<file path="config.mk">
export PLATFORM = sky130hd
export DESIGN_NAME = battery_voltage_monitor_unit
export DESIGN_NICKNAME = d
export VERILOG_FILES = /design/src/rtl/bvm_pkg.sv /design/src/rtl/bvm_div.sv /design/src/rtl/bvm_trim.sv /design/src/rtl/battery_voltage_monitor_unit.sv
export SDC_FILE = /design/constraint.sdc
export NUM_CORES = 2
export LEC_CHECK = 0
export BUFFER_PORTS_ARGS = -buffer_cell sky130_fd_sc_hd__buf_4
export CELL_PAD_IN_SITES_DETAIL_PLACEMENT = 1
export CELL_PAD_IN_SITES_GLOBAL_PLACEMENT = 1
export CORE_MARGIN = 3
export CORE_UTILIZATION = 58
export CTS_BUF_LIST = sky130_fd_sc_hd__clkbuf_4 sky130_fd_sc_hd__clkbuf_8
export DETAILED_ROUTE_END_ITERATION = 7
export GPL_ROUTABILITY_DRIVEN = 0
export GPL_TIMING_DRIVEN = 0
export PLACE_DENSITY_LB_ADDON = 0.1
export SLEW_MARGIN = 25
export SYNTH_ARGS = -nofsm -noshare
export SYNTH_HDL_FRONTEND = slang
export SYNTH_SLANG_ARGS = --single-unit
export TNS_END_PERCENT = 100
</file>
<file path="constraint.sdc">
create_clock -name clk_i -period 13.3 [get_ports clk_i]
set_input_delay 2.66 -clock clk_i [delete_from_list [all_inputs] [get_ports clk_i]]
set_output_delay 2.66 -clock clk_i [all_outputs]
set_load 0.005 [all_outputs]
</file>
<file path="src/rtl/bvm_pkg.sv">
// Shared constants, register indexes and a lookup function for the battery
// voltage monitor. No dependencies; every rtl file imports this package.
package bvm_pkg;

  localparam int MaxSamplesDef = 64;
  localparam int SampleW       = 12;
  localparam int PinW          = 12;
  localparam int BattW         = 15;
  localparam int PctW          = 7;
  localparam int DivNumW       = 25;
  localparam int DivDenW       = 16;
  localparam int CfgIdxW       = 3;
  localparam int CfgDataW      = 16;

  localparam logic [CfgIdxW-1:0] RegAtten   = 3'd0;
  localparam logic [CfgIdxW-1:0] RegRatio   = 3'd1;
  localparam logic [CfgIdxW-1:0] RegEmpty   = 3'd2;
  localparam logic [CfgIdxW-1:0] RegFull    = 3'd3;
  localparam logic [CfgIdxW-1:0] RegSamples = 3'd4;

  localparam logic [BattW-1:0] BattMin = 15'd100;
  localparam logic [BattW-1:0] BattMax = 15'd20000;

  // ADC full scale in mV for each attenuation code
  function automatic logic [11:0] fullscale_mv(input logic [1:0] code);
    logic [11:0] fs;
    case (code)
      2'd0:    fs = 12'd950;
      2'd1:    fs = 12'd1250;
      2'd2:    fs = 12'd1750;
      default: fs = 12'd3100;
    endcase
    return fs;
  endfunction

endpackage

</file>
<file path="src/rtl/bvm_div.sv">
// Shared restoring divider, one quotient bit per cycle.
// Depends on bvm_pkg for operand widths.
module bvm_div
  import bvm_pkg::*;
(
  input  logic               clk_i,
  input  logic               rst_ni,
  input  logic               go_i,
  input  logic [DivNumW-1:0] num_i,
  input  logic [DivDenW-1:0] den_i,
  output logic               done_o,
  output logic [DivNumW-1:0] quot_o
);

  localparam int StepW = $clog2(DivNumW);

  logic               busy_q;
  logic               done_q;
  logic [StepW-1:0]   step_q;
  logic [DivDenW-1:0] den_q;
  logic [DivDenW-1:0] rem_q;
  logic [DivNumW-1:0] quo_q;
  logic [DivDenW:0]   trial;
  logic               fits;

  assign trial = {rem_q, quo_q[DivNumW-1]};
  assign fits  = trial >= {1'b0, den_q};

  always_ff @(posedge clk_i or negedge rst_ni) begin
    if (!rst_ni) begin
      busy_q <= 1'b0;
      done_q <= 1'b0;
      step_q <= '0;
    end else begin
      done_q <= 1'b0;
      if (go_i) begin
        busy_q <= 1'b1;
        step_q <= '0;
      end else if (busy_q) begin
        if (step_q == StepW'(DivNumW - 1)) begin
          busy_q <= 1'b0;
          done_q <= 1'b1;
        end
        step_q <= step_q + 1'b1;
      end
    end
  end

  always_ff @(posedge clk_i) begin
    if (go_i) begin
      den_q <= den_i;
      rem_q <= '0;
      quo_q <= num_i;
    end else if (busy_q) begin
      rem_q <= fits ? DivDenW'(trial - {1'b0, den_q}) : trial[DivDenW-1:0];
      quo_q <= {quo_q[DivNumW-2:0], fits};
    end
  end

  assign done_o = done_q;
  assign quot_o = quo_q;

endmodule

</file>
<file path="src/rtl/bvm_trim.sv">
// Sample store and trimmed-sum sequencer: ranks each stored sample by a
// sweep over the store and sums those outside the trimmed tails. Uses bvm_pkg.
module bvm_trim
  import bvm_pkg::*;
#(
  parameter int MaxSamples = MaxSamplesDef,
  parameter int Cw         = $clog2(MaxSamples + 1),
  parameter int Aw         = (MaxSamples > 1) ? $clog2(MaxSamples) : 1,
  parameter int SumW       = SampleW + Cw
) (
  input  logic               clk_i,
  input  logic               rst_ni,
  input  logic               wr_en_i,
  input  logic [Aw-1:0]      wr_addr_i,
  input  logic [SampleW-1:0] wr_data_i,
  input  logic               start_i,
  input  logic [Cw-1:0]      n_i,
  output logic               done_o,
  output logic [SumW-1:0]    sum_o
);

  typedef enum logic [2:0] {
    T_IDLE, T_RD_I, T_LAT_I, T_RD_J, T_CMP, T_ACC
  } trim_state_e;

  trim_state_e        state_q;
  logic [SampleW-1:0] mem [MaxSamples];
  logic [SampleW-1:0] rdata_q;
  logic [SampleW-1:0] vi_q;
  logic [Aw-1:0]      i_q, j_q, rd_addr;
  logic [Cw-1:0]      n_q, rank_q, trim, hi, n_m1;
  logic [SumW-1:0]    sum_q;
  logic               done_q;
  logic               below;

  assign rd_addr = (state_q == T_RD_I) ? i_q : j_q;
  assign trim    = n_q >> 3;
  assign hi      = n_q - trim;
  assign n_m1    = n_q - 1'b1;
  assign below   = (rdata_q < vi_q) || ((rdata_q == vi_q) && (j_q < i_q));

  always_ff @(posedge clk_i) begin
    if (wr_en_i) begin
      mem[wr_addr_i] <= wr_data_i;
    end
    rdata_q <= mem[rd_addr];
  end

  always_ff @(posedge clk_i or negedge rst_ni) begin
    if (!rst_ni) begin
      state_q <= T_IDLE;
      done_q  <= 1'b0;
      i_q     <= '0;
      j_q     <= '0;
      n_q     <= '0;
      rank_q  <= '0;
      vi_q    <= '0;
      sum_q   <= '0;
    end else begin
      done_q <= 1'b0;
      case (state_q)
        T_IDLE: begin
          if (start_i) begin
            n_q     <= n_i;
            i_q     <= '0;
            sum_q   <= '0;
            state_q <= T_RD_I;
          end
        end
        T_RD_I: state_q <= T_LAT_I;
        T_LAT_I: begin
          vi_q    <= rdata_q;
          j_q     <= '0;
          rank_q  <= '0;
          state_q <= T_RD_J;
        end
        T_RD_J: state_q <= T_CMP;
        T_CMP: begin
          if (below) begin
            rank_q <= rank_q + 1'b1;
          end
          if (j_q == n_m1[Aw-1:0]) begin
            state_q <= T_ACC;
          end else begin
            j_q     <= j_q + 1'b1;
            state_q <= T_RD_J;
          end
        end
        T_ACC: begin
          // keep only samples whose sorted position lies between the trimmed tails
          if (rank_q >= trim && rank_q < hi) begin
            sum_q <= sum_q + SumW'(vi_q);
          end
          if (i_q == n_m1[Aw-1:0]) begin
            done_q  <= 1'b1;
            state_q <= T_IDLE;
          end else begin
            i_q     <= i_q + 1'b1;
            state_q <= T_RD_I;
          end
        end
        default: state_q <= T_IDLE;
      endcase
    end
  end

  assign done_o = done_q;
  assign sum_o  = sum_q;

endmodule

</file>
<file path="src/rtl/battery_voltage_monitor_unit.sv">
// Battery voltage monitor: burst intake, trimmed mean, filter, scaling, status.
// Throughput: one sample word per cycle while in intake. At a burst end, the n valid
// samples are ranked, averaged in the shared divider, then pass pin conversion,
// scaling, status (the percent may take a second divider pass) and output before the
// result word is valid. Input is not taken meanwhile. Reset clears counters, filter,
// previous status and registers to defaults. Depends on bvm_pkg, bvm_trim and bvm_div.
module battery_voltage_monitor_unit
  import bvm_pkg::*;
#(
  parameter int MaxSamples = MaxSamplesDef
) (
  input  logic                clk_i,
  input  logic                rst_ni,
  input  logic                in_valid_i,
  output logic                in_ready_o,
  input  logic [SampleW-1:0]  raw_sample_i,
  input  logic                sample_ok_i,
  output logic                out_valid_o,
  input  logic                out_ready_i,
  output logic [BattW-1:0]    battery_mv_o,
  output logic [PinW-1:0]     pin_mv_o,
  output logic [PctW-1:0]     charge_percent_o,
  output logic                is_low_o,
  output logic                is_depleted_o,
  output logic                status_moved_o,
  input  logic                cfg_valid_i,
  output logic                cfg_ready_o,
  input  logic [CfgIdxW-1:0]  cfg_index_i,
  input  logic [CfgDataW-1:0] cfg_data_i
);

  localparam int Cw   = $clog2(MaxSamples + 1);
  localparam int Aw   = (MaxSamples > 1) ? $clog2(MaxSamples) : 1;
  localparam int SumW = SampleW + Cw;

  // ceil(2^36 / 4095); exact quotient over the whole pin numerator range
  localparam logic [24:0] PinRecip = 25'd16781314;

  typedef enum logic [3:0] {
    S_IN, S_TRIM, S_DIV_AVG, S_PIN, S_SCALE, S_PCT, S_DIV_PCT, S_EMIT
  } mon_state_e;

  mon_state_e state_q;

  logic [1:0]          atten_q;
  logic [15:0]         ratio_q;
  logic [BattW-1:0]    empty_q, full_q;
  logic [6:0]          samples_q;
  logic [Cw-1:0]       att_q, vcnt_q, n_q, target, att_nx, vcnt_nx, cnt;
  logic [PinW-1:0]     filt_q;
  logic [1:0]          primed_q;
  logic [BattW-1:0]    batt_q, prev_batt_q;
  logic [PinW-1:0]     prev_pin_q;
  logic [8:0]          prev_flags_q;
  logic [PctW-1:0]     pct_q;
  logic                low_q, crit_q;
  logic                ov_q;
  logic [BattW-1:0]    ob_q;
  logic [PinW-1:0]     op_q;
  logic [PctW-1:0]     opct_q;
  logic                olow_q, ocrit_q, ochg_q;

  logic                in_acc, keep, trim_go_q, trim_done;
  logic [SumW-1:0]     trim_sum;
  logic                div_go_q, div_done;
  logic [DivNumW-1:0]  div_num_q, div_quot;
  logic [DivDenW-1:0]  div_den_q;

  logic [47:0]         pin_prod;
  logic [PinW-1:0]     pin_est;
  logic [PinW:0]       filt_sum;
  logic [28:0]         scaled;
  logic [20:0]         batt_raw;
  logic [BattW-1:0]    batt_clamp, range, dlt;
  logic [19:0]         low_l, low_r;
  logic [8:0]          flags;
  logic [BattW-1:0]    bdiff;
  logic [PinW-1:0]     pdiff;
  logic                emit;

  assign in_ready_o  = (state_q == S_IN);
  assign cfg_ready_o = (state_q == S_IN);
  assign in_acc      = in_valid_i && in_ready_o;
  assign keep        = sample_ok_i && (vcnt_q < Cw'(MaxSamples));

  always_comb begin
    if (samples_q == 7'd0) begin
      target = Cw'(1);
    end else if (32'(samples_q) > MaxSamples) begin
      target = Cw'(MaxSamples);
    end else begin
      target = Cw'(samples_q);
    end
  end

  assign att_nx  = att_q + 1'b1;
  assign vcnt_nx = keep ? vcnt_q + 1'b1 : vcnt_q;
  assign cnt     = n_q - ((n_q >> 3) << 1);

  bvm_trim #(
    .MaxSamples (MaxSamples),
    .Cw         (Cw),
    .Aw         (Aw),
    .SumW       (SumW)
  ) u_trim (
    .clk_i     (clk_i),
    .rst_ni    (rst_ni),
    .wr_en_i   (in_acc && keep),
    .wr_addr_i (vcnt_q[Aw-1:0]),
    .wr_data_i (raw_sample_i),
    .start_i   (trim_go_q),
    .n_i       (n_q),
    .done_o    (trim_done),
    .sum_o     (trim_sum)
  );

  bvm_div u_div (
    .clk_i  (clk_i),
    .rst_ni (rst_ni),
    .go_i   (div_go_q),
    .num_i  (div_num_q),
    .den_i  (div_den_q),
    .done_o (div_done),
    .quot_o (div_quot)
  );

  // pin estimate: halve the numerator, then divide by 4095 through the reciprocal
  assign pin_prod   = 48'(div_num_q[DivNumW-1:1]) * 48'(PinRecip);
  assign pin_est    = pin_prod[47:36];

  // finishing arithmetic
  assign filt_sum   = {1'b0, filt_q} + {1'b0, pin_est} + 1'b1;
  assign scaled     = 29'(filt_q) * 29'(ratio_q) + 29'd128;
  assign batt_raw   = (ratio_q == 16'd0) ? 21'(filt_q) : scaled[28:8];
  assign batt_clamp = (batt_raw < 21'(BattMin)) ? BattMin :
                      (batt_raw > 21'(BattMax)) ? BattMax : batt_raw[BattW-1:0];
  assign range      = full_q - empty_q;
  assign dlt        = batt_q - empty_q;
  assign low_l      = 20'(batt_q) * 20'd10;
  assign low_r      = 20'(empty_q) * 20'd9 + 20'(full_q);
  assign flags      = {crit_q, low_q, pct_q};
  assign bdiff      = (batt_q > prev_batt_q) ? batt_q - prev_batt_q : prev_batt_q - batt_q;
  assign pdiff      = (filt_q > prev_pin_q) ? filt_q - prev_pin_q : prev_pin_q - filt_q;
  assign emit       = (state_q == S_EMIT) && (!ov_q || out_ready_i);

  always_ff @(posedge clk_i or negedge rst_ni) begin
    if (!rst_ni) begin
      state_q      <= S_IN;
      atten_q      <= 2'd3;
      ratio_q      <= 16'd256;
      empty_q      <= '0;
      full_q       <= '0;
      samples_q    <= 7'd64;
      att_q        <= '0;
      vcnt_q       <= '0;
      n_q          <= '0;
      filt_q       <= '0;
      primed_q     <= '0;
      batt_q       <= '0;
      prev_batt_q  <= '0;
      prev_pin_q   <= '0;
      prev_flags_q <= '0;
      pct_q        <= '0;
      low_q        <= 1'b0;
      crit_q       <= 1'b0;
      ov_q         <= 1'b0;
      trim_go_q    <= 1'b0;
      div_go_q     <= 1'b0;
      div_num_q    <= '0;
      div_den_q    <= '0;
    end else begin
      trim_go_q <= 1'b0;
      div_go_q  <= 1'b0;
      if (cfg_valid_i && cfg_ready_o) begin
        case (cfg_index_i)
          RegAtten: begin
            atten_q  <= cfg_data_i[1:0];
            primed_q <= '0;
          end
          RegRatio: begin
            ratio_q  <= cfg_data_i;
            primed_q <= '0;
          end
          RegEmpty:   empty_q   <= cfg_data_i[BattW-1:0];
          RegFull:    full_q    <= cfg_data_i[BattW-1:0];
          RegSamples: samples_q <= cfg_data_i[6:0];
          default: ;
        endcase
      end
      if (ov_q && out_ready_i && !emit) begin
        ov_q <= 1'b0;
      end
      case (state_q)
        S_IN: begin
          if (in_acc) begin
            if (att_nx >= target) begin
              att_q  <= '0;
              vcnt_q <= '0;
              n_q    <= vcnt_nx;
              if (vcnt_nx != '0) begin
                trim_go_q <= 1'b1;
                state_q   <= S_TRIM;
              end
            end else begin
              att_q  <= att_nx;
              vcnt_q <= vcnt_nx;
            end
          end
        end
        S_TRIM: begin
          if (trim_done) begin
            div_num_q <= DivNumW'(trim_sum);
            div_den_q <= DivDenW'(cnt);
            div_go_q  <= 1'b1;
            state_q   <= S_DIV_AVG;
          end
        end
        S_DIV_AVG: begin
          if (div_done) begin
            div_num_q <= DivNumW'({24'(div_quot[SampleW-1:0]) * 24'(fullscale_mv(atten_q)),
                                   1'b0}) + DivNumW'(4095);
            state_q   <= S_PIN;
          end
        end
        S_PIN: begin
          // start-up: pass the first three values, then blend half and half
          if (primed_q != 2'd3) begin
            filt_q   <= pin_est;
            primed_q <= primed_q + 1'b1;
          end else begin
            filt_q <= filt_sum[PinW:1];
          end
          state_q <= S_SCALE;
        end
        S_SCALE: begin
          batt_q  <= batt_clamp;
          state_q <= S_PCT;
        end
        S_PCT: begin
          crit_q <= (batt_q <= empty_q);
          low_q  <= (low_l <= low_r);
          if (batt_q <= empty_q) begin
            pct_q   <= '0;
            state_q <= S_EMIT;
          end else if (batt_q >= full_q) begin
            pct_q   <= PctW'(100);
            state_q <= S_EMIT;
          end else if (range > BattW'(10)) begin
            div_num_q <= DivNumW'(23'(dlt) * 23'd200) + DivNumW'(range);
            div_den_q <= {range, 1'b0};
            div_go_q  <= 1'b1;
            state_q   <= S_DIV_PCT;
          end else begin
            pct_q   <= '0;
            state_q <= S_EMIT;
          end
        end
        S_DIV_PCT: begin
          if (div_done) begin
            pct_q   <= (div_quot > DivNumW'(100)) ? PctW'(100) : div_quot[PctW-1:0];
            state_q <= S_EMIT;
          end
        end
        S_EMIT: begin
          if (emit) begin
            ov_q         <= 1'b1;
            prev_flags_q <= flags;
            prev_batt_q  <= batt_q;
            prev_pin_q   <= filt_q;
            state_q      <= S_IN;
          end
        end
        default: state_q <= S_IN;
      endcase
    end
  end

  always_ff @(posedge clk_i) begin
    if (emit) begin
      ob_q    <= batt_q;
      op_q    <= filt_q;
      opct_q  <= pct_q;
      olow_q  <= low_q;
      ocrit_q <= crit_q;
      ochg_q  <= (flags != prev_flags_q) || (bdiff > BattW'(50)) || (pdiff > PinW'(20));
    end
  end

  assign out_valid_o      = ov_q;
  assign battery_mv_o     = ob_q;
  assign pin_mv_o         = op_q;
  assign charge_percent_o = opct_q;
  assign is_low_o         = olow_q;
  assign is_depleted_o    = ocrit_q;
  assign status_moved_o   = ochg_q;

endmodule
</file>
# Yosys cells after proc, flatten, opt, wreduce, memory -nomap -nowiden
# Memory sizes are Yosys's and may differ from the RTL's. A register that Yosys moved wholly into a read port is not among the register bits.
# Index checks and enable logic that the tools add are counted.
[word_totals] ff_bits=360 latchBits=0 ramBits=768 rom_bits=0 out_inout_bits=40 n_memories=1
[mem_list] memory="u_trim.mem" words=64 word_bits=12 read_ports=1 rd_ports_with_merged_regs=1 write_ports=1 line="bvm_trim.sv:27" rtl="logic [SampleW-1:0] mem [MaxSamples];"
[classes] add_sub_neg=24 n_mul=6 div_mod_pow=0 n_lt_le_gt_ge=19 eq_ne=40 shifts=0 muxes=88 n_bitwise=0 n_reduce_logical=46
[ops] operator="25-bit 2-to-1 mux" count=7
[ops] operator="16-bit 2-to-1 mux" count=5
[ops] operator="7-bit 2-to-1 mux" count=11
[ops] operator="25-bit one-hot mux with 3 select lines" count=1
[ops] operator="15-bit subtractor" count=4
[ops] operator="12-bit 2-to-1 mux" count=4
[ops] operator="24-bit by 24-bit multiplier with 47-bit output, second input constant" count=1
[ops] operator="15-bit 2-to-1 mux" count=3
[ops] operator="19-bit 2-to-1 mux" count=2
[ops] operator="19-bit one-hot mux with 2 select lines" count=1
[ops] operator="12-bit one-hot mux with 3 select lines" count=1
[ops] operator="16-bit one-hot mux with 2 select lines" count=1
[ops] operator="4-bit one-hot mux with 8 select lines" count=1
[ops] operator="28-bit by 8-bit adder with 29-bit output, second input constant" count=1
[ops] operator="12-bit by 16-bit multiplier with 28-bit output" count=1
[ops] operator="4-bit 2-to-1 mux" count=7
[ops] operator="7-bit one-hot mux with 2 select lines" count=2
[ops] operator="25-bit by 12-bit adder with 25-bit output, second input constant" count=1
[ops] operator="25-bit by 7-bit > comparator with 1-bit output, second input constant" count=1
[ops] operator="1-bit 2-to-1 mux" count=25
[ops] operator="23-bit by 15-bit adder with 24-bit output" count=1
[ops] operator="12-bit by 12-bit multiplier with 24-bit output" count=1
[ops] operator="6-bit 2-to-1 mux" count=4
[ops] operator="6-bit one-hot mux with 2 select lines" count=2
[ops] operator="72 further kinds" count=135

# Depth between registers and ports, before layout
[logic_depth] ltp_word=8 mapped_depth=29 mapped_depth_nobuf=29

# Modules after synthesis
# From an unflattened synthesis, not the netlist that was laid out.
[unflattened] hier_cells=6687 area_unflattened_um2=70684.0
[modules_own_cells] module="bvm_trim" instances=1 cells_each=2755 area_per_inst_um2=35079.9
[modules_own_cells] module="battery_voltage_monitor_unit" instances=1 cells_each=3636 area_per_inst_um2=32125.8
[modules_own_cells] module="bvm_div" instances=1 cells_each=296 area_per_inst_um2=3478.3

# Worst setup path before layout
# OpenSTA, ideal clock, no wires.
[synth_path] path_kind="reg-to-reg" start="register atten_q[0]" end="register div_num_q[23]" arrival_time_ns=6.518 required_time_ns=13.218 path_slack_ns=6.700 path_stages_with_launch=26 path_buffers=2 period_less_slack_ns=6.600 cell_sequence="dfstp_2 > ha_1 > clkbuf_1 > clkbuf_1 > nor2_1 > nand2_1 > fa_1 > fa_1 > fa_1 > inv_1 > fa_1 > inv_1 > fa_1 > inv_1 > ha_1 > nand3_1 > o22ai_1 > nor2_1 > xnor2_1 > a21boi_0 > nand3_1 > or3b_2 > nor4_1 > xor2_1 > nand2_1 > a31oi_1"
[synth_via] elab_chain_cells=8 elab_cells_between_ends=10 cone_classes="1 x add/sub; 1 x mul; 2 x eq/ne; 5 x mux; 1 x reduce/logical"
[synth_lines] element="start, declared" line="battery_voltage_monitor_unit.sv:45" rtl="logic [1:0] atten_q;"
[synth_lines] element="start signal, assigned" line="battery_voltage_monitor_unit.sv:177" rtl="atten_q <= cfg_data_i[1:0];"
[synth_lines] element="2-bit == test (tied with other cells)" line="bvm_pkg.sv:27" rtl="case (code)"
[synth_lines] element="12-bit one-hot mux with 3 select lines *" line="bvm_pkg.sv:27"
[synth_lines] element="12-bit 2-to-1 mux *" line="battery_voltage_monitor_unit.sv:219" rtl="if (div_done) begin"
[synth_lines] element="12-bit 2-to-1 mux *" line="battery_voltage_monitor_unit.sv:193" rtl="case (state_q)"
[synth_lines] element="12-bit by 12-bit multiplier with 24-bit output *" line="battery_voltage_monitor_unit.sv:220" rtl="div_num_q <= DivNumW'({24'(div_quot[SampleW-1:0]) * 24'(fullscale_mv(atten_q)),"
[synth_lines] element="25-bit by 12-bit adder with 25-bit output *" line="battery_voltage_monitor_unit.sv:221" rtl="1'b0}) + DivNumW'(4095);"
[synth_lines] element="25-bit 2-to-1 mux *" line="battery_voltage_monitor_unit.sv:219"
[synth_lines] element="25-bit one-hot mux with 3 select lines *" line="battery_voltage_monitor_unit.sv:193"
[synth_lines] element="end signal, assigned" line="battery_voltage_monitor_unit.sv:212" rtl="div_num_q <= DivNumW'(trim_sum);"
[synth_lines] element="end signal, assigned" line="battery_voltage_monitor_unit.sv:220"
[synth_lines] element="end signal, assigned" line="battery_voltage_monitor_unit.sv:249" rtl="div_num_q <= DivNumW'(23'(dlt) * 23'd200) + DivNumW'(range);"
[synth_lines] element="end, declared" line="battery_voltage_monitor_unit.sv:66" rtl="logic [DivNumW-1:0] div_num_q, div_quot;"
# Mark *: on every way between the ends. The rest lies on a longest branch, timed or not. The select of a mux whose other input is x is not followed.
# A chain may end at the register's enable or synchronous reset.

# Worst setup path after layout
[layout_path] start="register filt_q[10]" end="register batt_q[8]"
[layout_via] elab_chain_cells=6 elab_cells_between_ends=7 cone_classes="1 x add/sub; 1 x mul; 2 x order compare; 3 x mux"
[layout_lines] element="start, declared" line="battery_voltage_monitor_unit.sv:50" rtl="logic [PinW-1:0] filt_q;"
[layout_lines] element="start signal, assigned" line="battery_voltage_monitor_unit.sv:228" rtl="filt_q <= pin_est;"
[layout_lines] element="start signal, assigned" line="battery_voltage_monitor_unit.sv:231" rtl="filt_q <= filt_sum[PinW:1];"
[layout_lines] element="12-bit by 16-bit multiplier with 28-bit output" line="battery_voltage_monitor_unit.sv:133" rtl="assign scaled = 29'(filt_q) * 29'(ratio_q) + 29'd128;"
[layout_lines] element="28-bit by 8-bit adder with 29-bit output" line="battery_voltage_monitor_unit.sv:133"
[layout_lines] element="21-bit 2-to-1 mux *" line="battery_voltage_monitor_unit.sv:134" rtl="assign batt_raw = (ratio_q == 16'd0) ? 21'(filt_q) : scaled[28:8];"
[layout_lines] element="21-bit by 15-bit > comparator with 1-bit output" line="battery_voltage_monitor_unit.sv:136" rtl="(batt_raw > 21'(BattMax)) ? BattMax : batt_raw[BattW-1:0];"
[layout_lines] element="15-bit 2-to-1 mux" line="battery_voltage_monitor_unit.sv:136"
[layout_lines] element="15-bit 2-to-1 mux *" line="battery_voltage_monitor_unit.sv:135" rtl="assign batt_clamp = (batt_raw < 21'(BattMin)) ? BattMin :"
[layout_lines] element="end signal, assigned" line="battery_voltage_monitor_unit.sv:236" rtl="batt_q <= batt_clamp;"
[layout_lines] element="end, declared" line="battery_voltage_monitor_unit.sv:52" rtl="logic [BattW-1:0] batt_q, prev_batt_q;"
# Mark *: on every way between the ends. The rest lies on a longest branch, timed or not.

==> results.tsv <==
stage	metric	value	unit
route	antenna-violating nets left	0	
route	Via density	6.30	
timing	max_slew headroom	16.4	%
timing	final number of setup-violating endpoints	0	
setup_path	CP endpoint kind	flop	
timing	Setup WS post-layout	4.62	ns
timing	clk_skew	0.0744	ns
timing	RSZ-0062 raised after global routing	no	
setup_path	R2R setup slack	4.62	ns
setup_path	critical path type	reg2reg	
die	Core Area	120000	sq um
setup_path	RR Startpoint	filt_q[10]	
setup_path	WP data required	14.04	ns
min_path	worst hold path type	reg2reg	
synthesis	synthesized instance count	6612	
min_path	worst hold path stage count	0	
route	overall routed net length	233000	um
setup_path	crit start category	flop	
placement	port buffer count	76	
min_path	min-delay src	div_den_q[8]	
outcome	status	finished, final reports clean	
global_route	initial antenna violation count	7	
route	routed vias	54500	
synthesis	Post-synth EDFFs	846	
route	DR iter-0 viols	4886	
timing	Final min period	8.68	ns
global_route	total track usage	36.9	%
route	average wire per standard cell	26.9	um
timing	Hold Slack	0.457	ns
synthesis	Synth Warn #	0	
clocking	cts-stage hold buffer count	0	
clocking	CTS Sinks	1139	
clocking	Worst-path clk slew	0.06	ns
synthesis	synthesized flop and latch total	1139	
global_route	largest net degree at the start of global routing	92	
global_route	first-pass GRT wire length	353000	um
synthesis	number of distinct library cells after synthesis	94	
clocking	clk_lat worst skew	0.96	ns
synthesis	Post-synth top flop	edfxtp_1	
synthesis	Avg Inst Size Synth	10.7	sq um
die	Initial Util	58.7	%
synthesis	asr flop ratio synth	23.3	%
clocking	CTS tree	yes	
clocking	Clock Path Buffers	3	
synthesis	Mapped Area	70700	sq um
route	1st-pass router iterations	6	
timing	worst slew pin tran	1.25	ns
timing	final hold vios	0	
timing	Slew Limit Fails	0	
clocking	root buffer cell	clkbuf_8	
die	Rows	127	
global_route	number of global-route vias before repair	58800	
timing	Fmax achieved	115	MHz
placement	Final HPWL DP	167000	um
timing	final period utilization	65.3	%
job	maxcap violations	0	
cells_and_area	fraction of final layout cells sized beyond drive strength 1	8.69	%
setup_path	crit path launch	filt_q[10]	
die	Die Area	126000	sq um
timing	setup_tns	0	ns
min_path	Endpoint, Worst Hold	u_div.den_q[8]	
placement	dpl ws	4.91	ns
synthesis	Seq/Total Area, Yosys	46.1	%
die	io pins	77	
clocking	H-tree depth	4	
cells_and_area	P&R area growth vs syn	9.58	%
clocking	cts repair resizes	0	
clocking	post-CTS setup repair buffer count	0	
setup_path	Crit path arrival time	9.42	ns
setup_path	Reg-to-Reg End	batt_q[8]	
setup_path	crit path max fanout	10	
die	chip height	355	um
global_route	Congestion Overflow GR	0	
setup_path	r2r worst-path depth	26	
synthesis	post-synth net total	7498	
route	DRC	0	
cells_and_area	# nets final	7773	
clocking	cts bufs inserted	189	
die	Die W	355	um
[worst max-delay path by stage]
stage / end / slack, ns / cells after the start
2_1_floorplan: div_num_q[23] / 6.70 / 25
6_report: batt_q[8] / 4.62 / 26
4_1_cts: batt_q[8] / 4.83 / 25
3_5_place_dp: batt_q[8] / 4.91 / 26
5_1_grt: batt_q[8] / 4.41 / 26
3_3_place_gp: batt_q[8] / 5.08 / 25
[kinds of logic after synthesis]
family,after synthesis,synth area share [%]
xor gates and xnor gates,247,3.06
buffers and inverters,993,5.32
adders and majority gates,849,17.9
and+or+nand+nor,1879,12.5
muxes,129,1.99
DFF,1139,46.1
AOI/OAI and AO/OA,1376,13.1
[flip-flops by register name (all words and copies together) (netlist names), 9 cells and up]
name,count
empty_q,15
full_q,15
div_den_q,16
u_trim.mem,768
u_div.den_q,16
u_div.rem_q,16
prev_flags_q,9
div_num_q,25
u_trim.vi_q,12
filt_q,12
prev_batt_q,15
u_trim.sum_o,19
pin_mv_o,12
u_div.quot_o,25
battery_mv_o,15
u_trim.rdata_q,12
prev_pin_q,12
batt_q,15
ratio_q,16
[critical path, stage by stage, from the launching register on]
cell	delay [ns]
dfrtp_1	0.69
clkbuf_1	0.76
clkbuf_1	0.63
nand2_1	0.16
fa_1	0.54
inv_1	0.05
fa_1	0.54
inv_1	0.06
fa_1	0.54
inv_1	0.06
fa_1	0.53
inv_1	0.05
fa_1	0.53
inv_1	0.04
ha_1	0.36
and3_1	0.23
nand3_1	0.15
nor2_1	0.06
a21oi_1	0.21
o211ai_2	0.18
or3b_1	0.38
a2111oi_0	0.78
o21ai_0	0.28
nand3_1	0.14
o31a_1	0.22
buf_6	0.19
o32ai_1	0.12
[cell usage after synthesis, types with 67 or more instances]
| library cell | instances | area share [%] |
|---|---|---|
| a211oi_1 | 301 | 3.2 |
| a21o_1 | 72 | 0.77 |
| a21oi_1 | 286 | 2.0 |
| a311oi_1 | 102 | 1.3 |
| a31oi_1 | 128 | 1.1 |
| and2_1 | 272 | 2.4 |
| clkbuf_1 | 285 | 1.5 |
| dfrtp_1 | 261 | 9.2 |
| edfxtp_1 | 846 | 36 |
| fa_1 | 266 | 7.5 |
| ha_1 | 583 | 10 |
| inv_1 | 677 | 3.6 |
| mux2_2 | 89 | 1.4 |
| nand2_1 | 854 | 4.5 |
| nand3_1 | 69 | 0.49 |
| nor2_1 | 308 | 1.6 |
| nor2b_1 | 70 | 0.62 |
| nor3_1 | 67 | 0.47 |
| o21ai_0 | 208 | 1.5 |
| xnor2_1 | 151 | 1.9 |
| xor2_1 | 96 | 1.2 |
[metal layers]
layer / track usage [%] / wire [um]
met3: 6.31 / 16800
met2: 60.3 / 111000
met4: 25.2 / 17300
met1: 44.9 / 87900
met5: 0 / 24
[cell type report]
class	instances	area [sq um]
fillers	12900	43000
multi-input cells	4480	34500
flip-flops and latches	1139	32600
clock buffers	254	3160
inverters	677	2540
well taps	1612	2020
plain buffers	316	1230
repair buffers	84	698
clock inverters	93	664
diodes	4	10.0
[cells in the final DEF (no fill, tap or decap), types with 81 or more instances in the layout]
cell type,n
a311oi_1,102
nand2_1,852
ha_1,583
xnor2_1,151
buf_4,81
and2_1,272
clkbuf_1,280
a21oi_1,286
a31oi_1,128
o21ai_0,208
inv_1,677
nor2_1,252
dfrtp_1,261
xor2_1,96
clkbuf_8,201
a211oi_1,297
mux2_2,89
fa_1,266
edfxtp_1,846
[through the flow]
step           util (%)  cells  cell area, sq um
2_1_floorplan         -   6612             70700
3_3_place_gp       60.8   8300             73200
3_5_place_dp       60.9   8306             73400
4_1_cts            64.1   8653             77200
5_1_grt            64.3   8657             77400
6_report           64.3   8659             77400
Power is left out: the tool's default activity adds up to more than one toggle a clock period on the data nets, which glitch-free logic cannot reach.
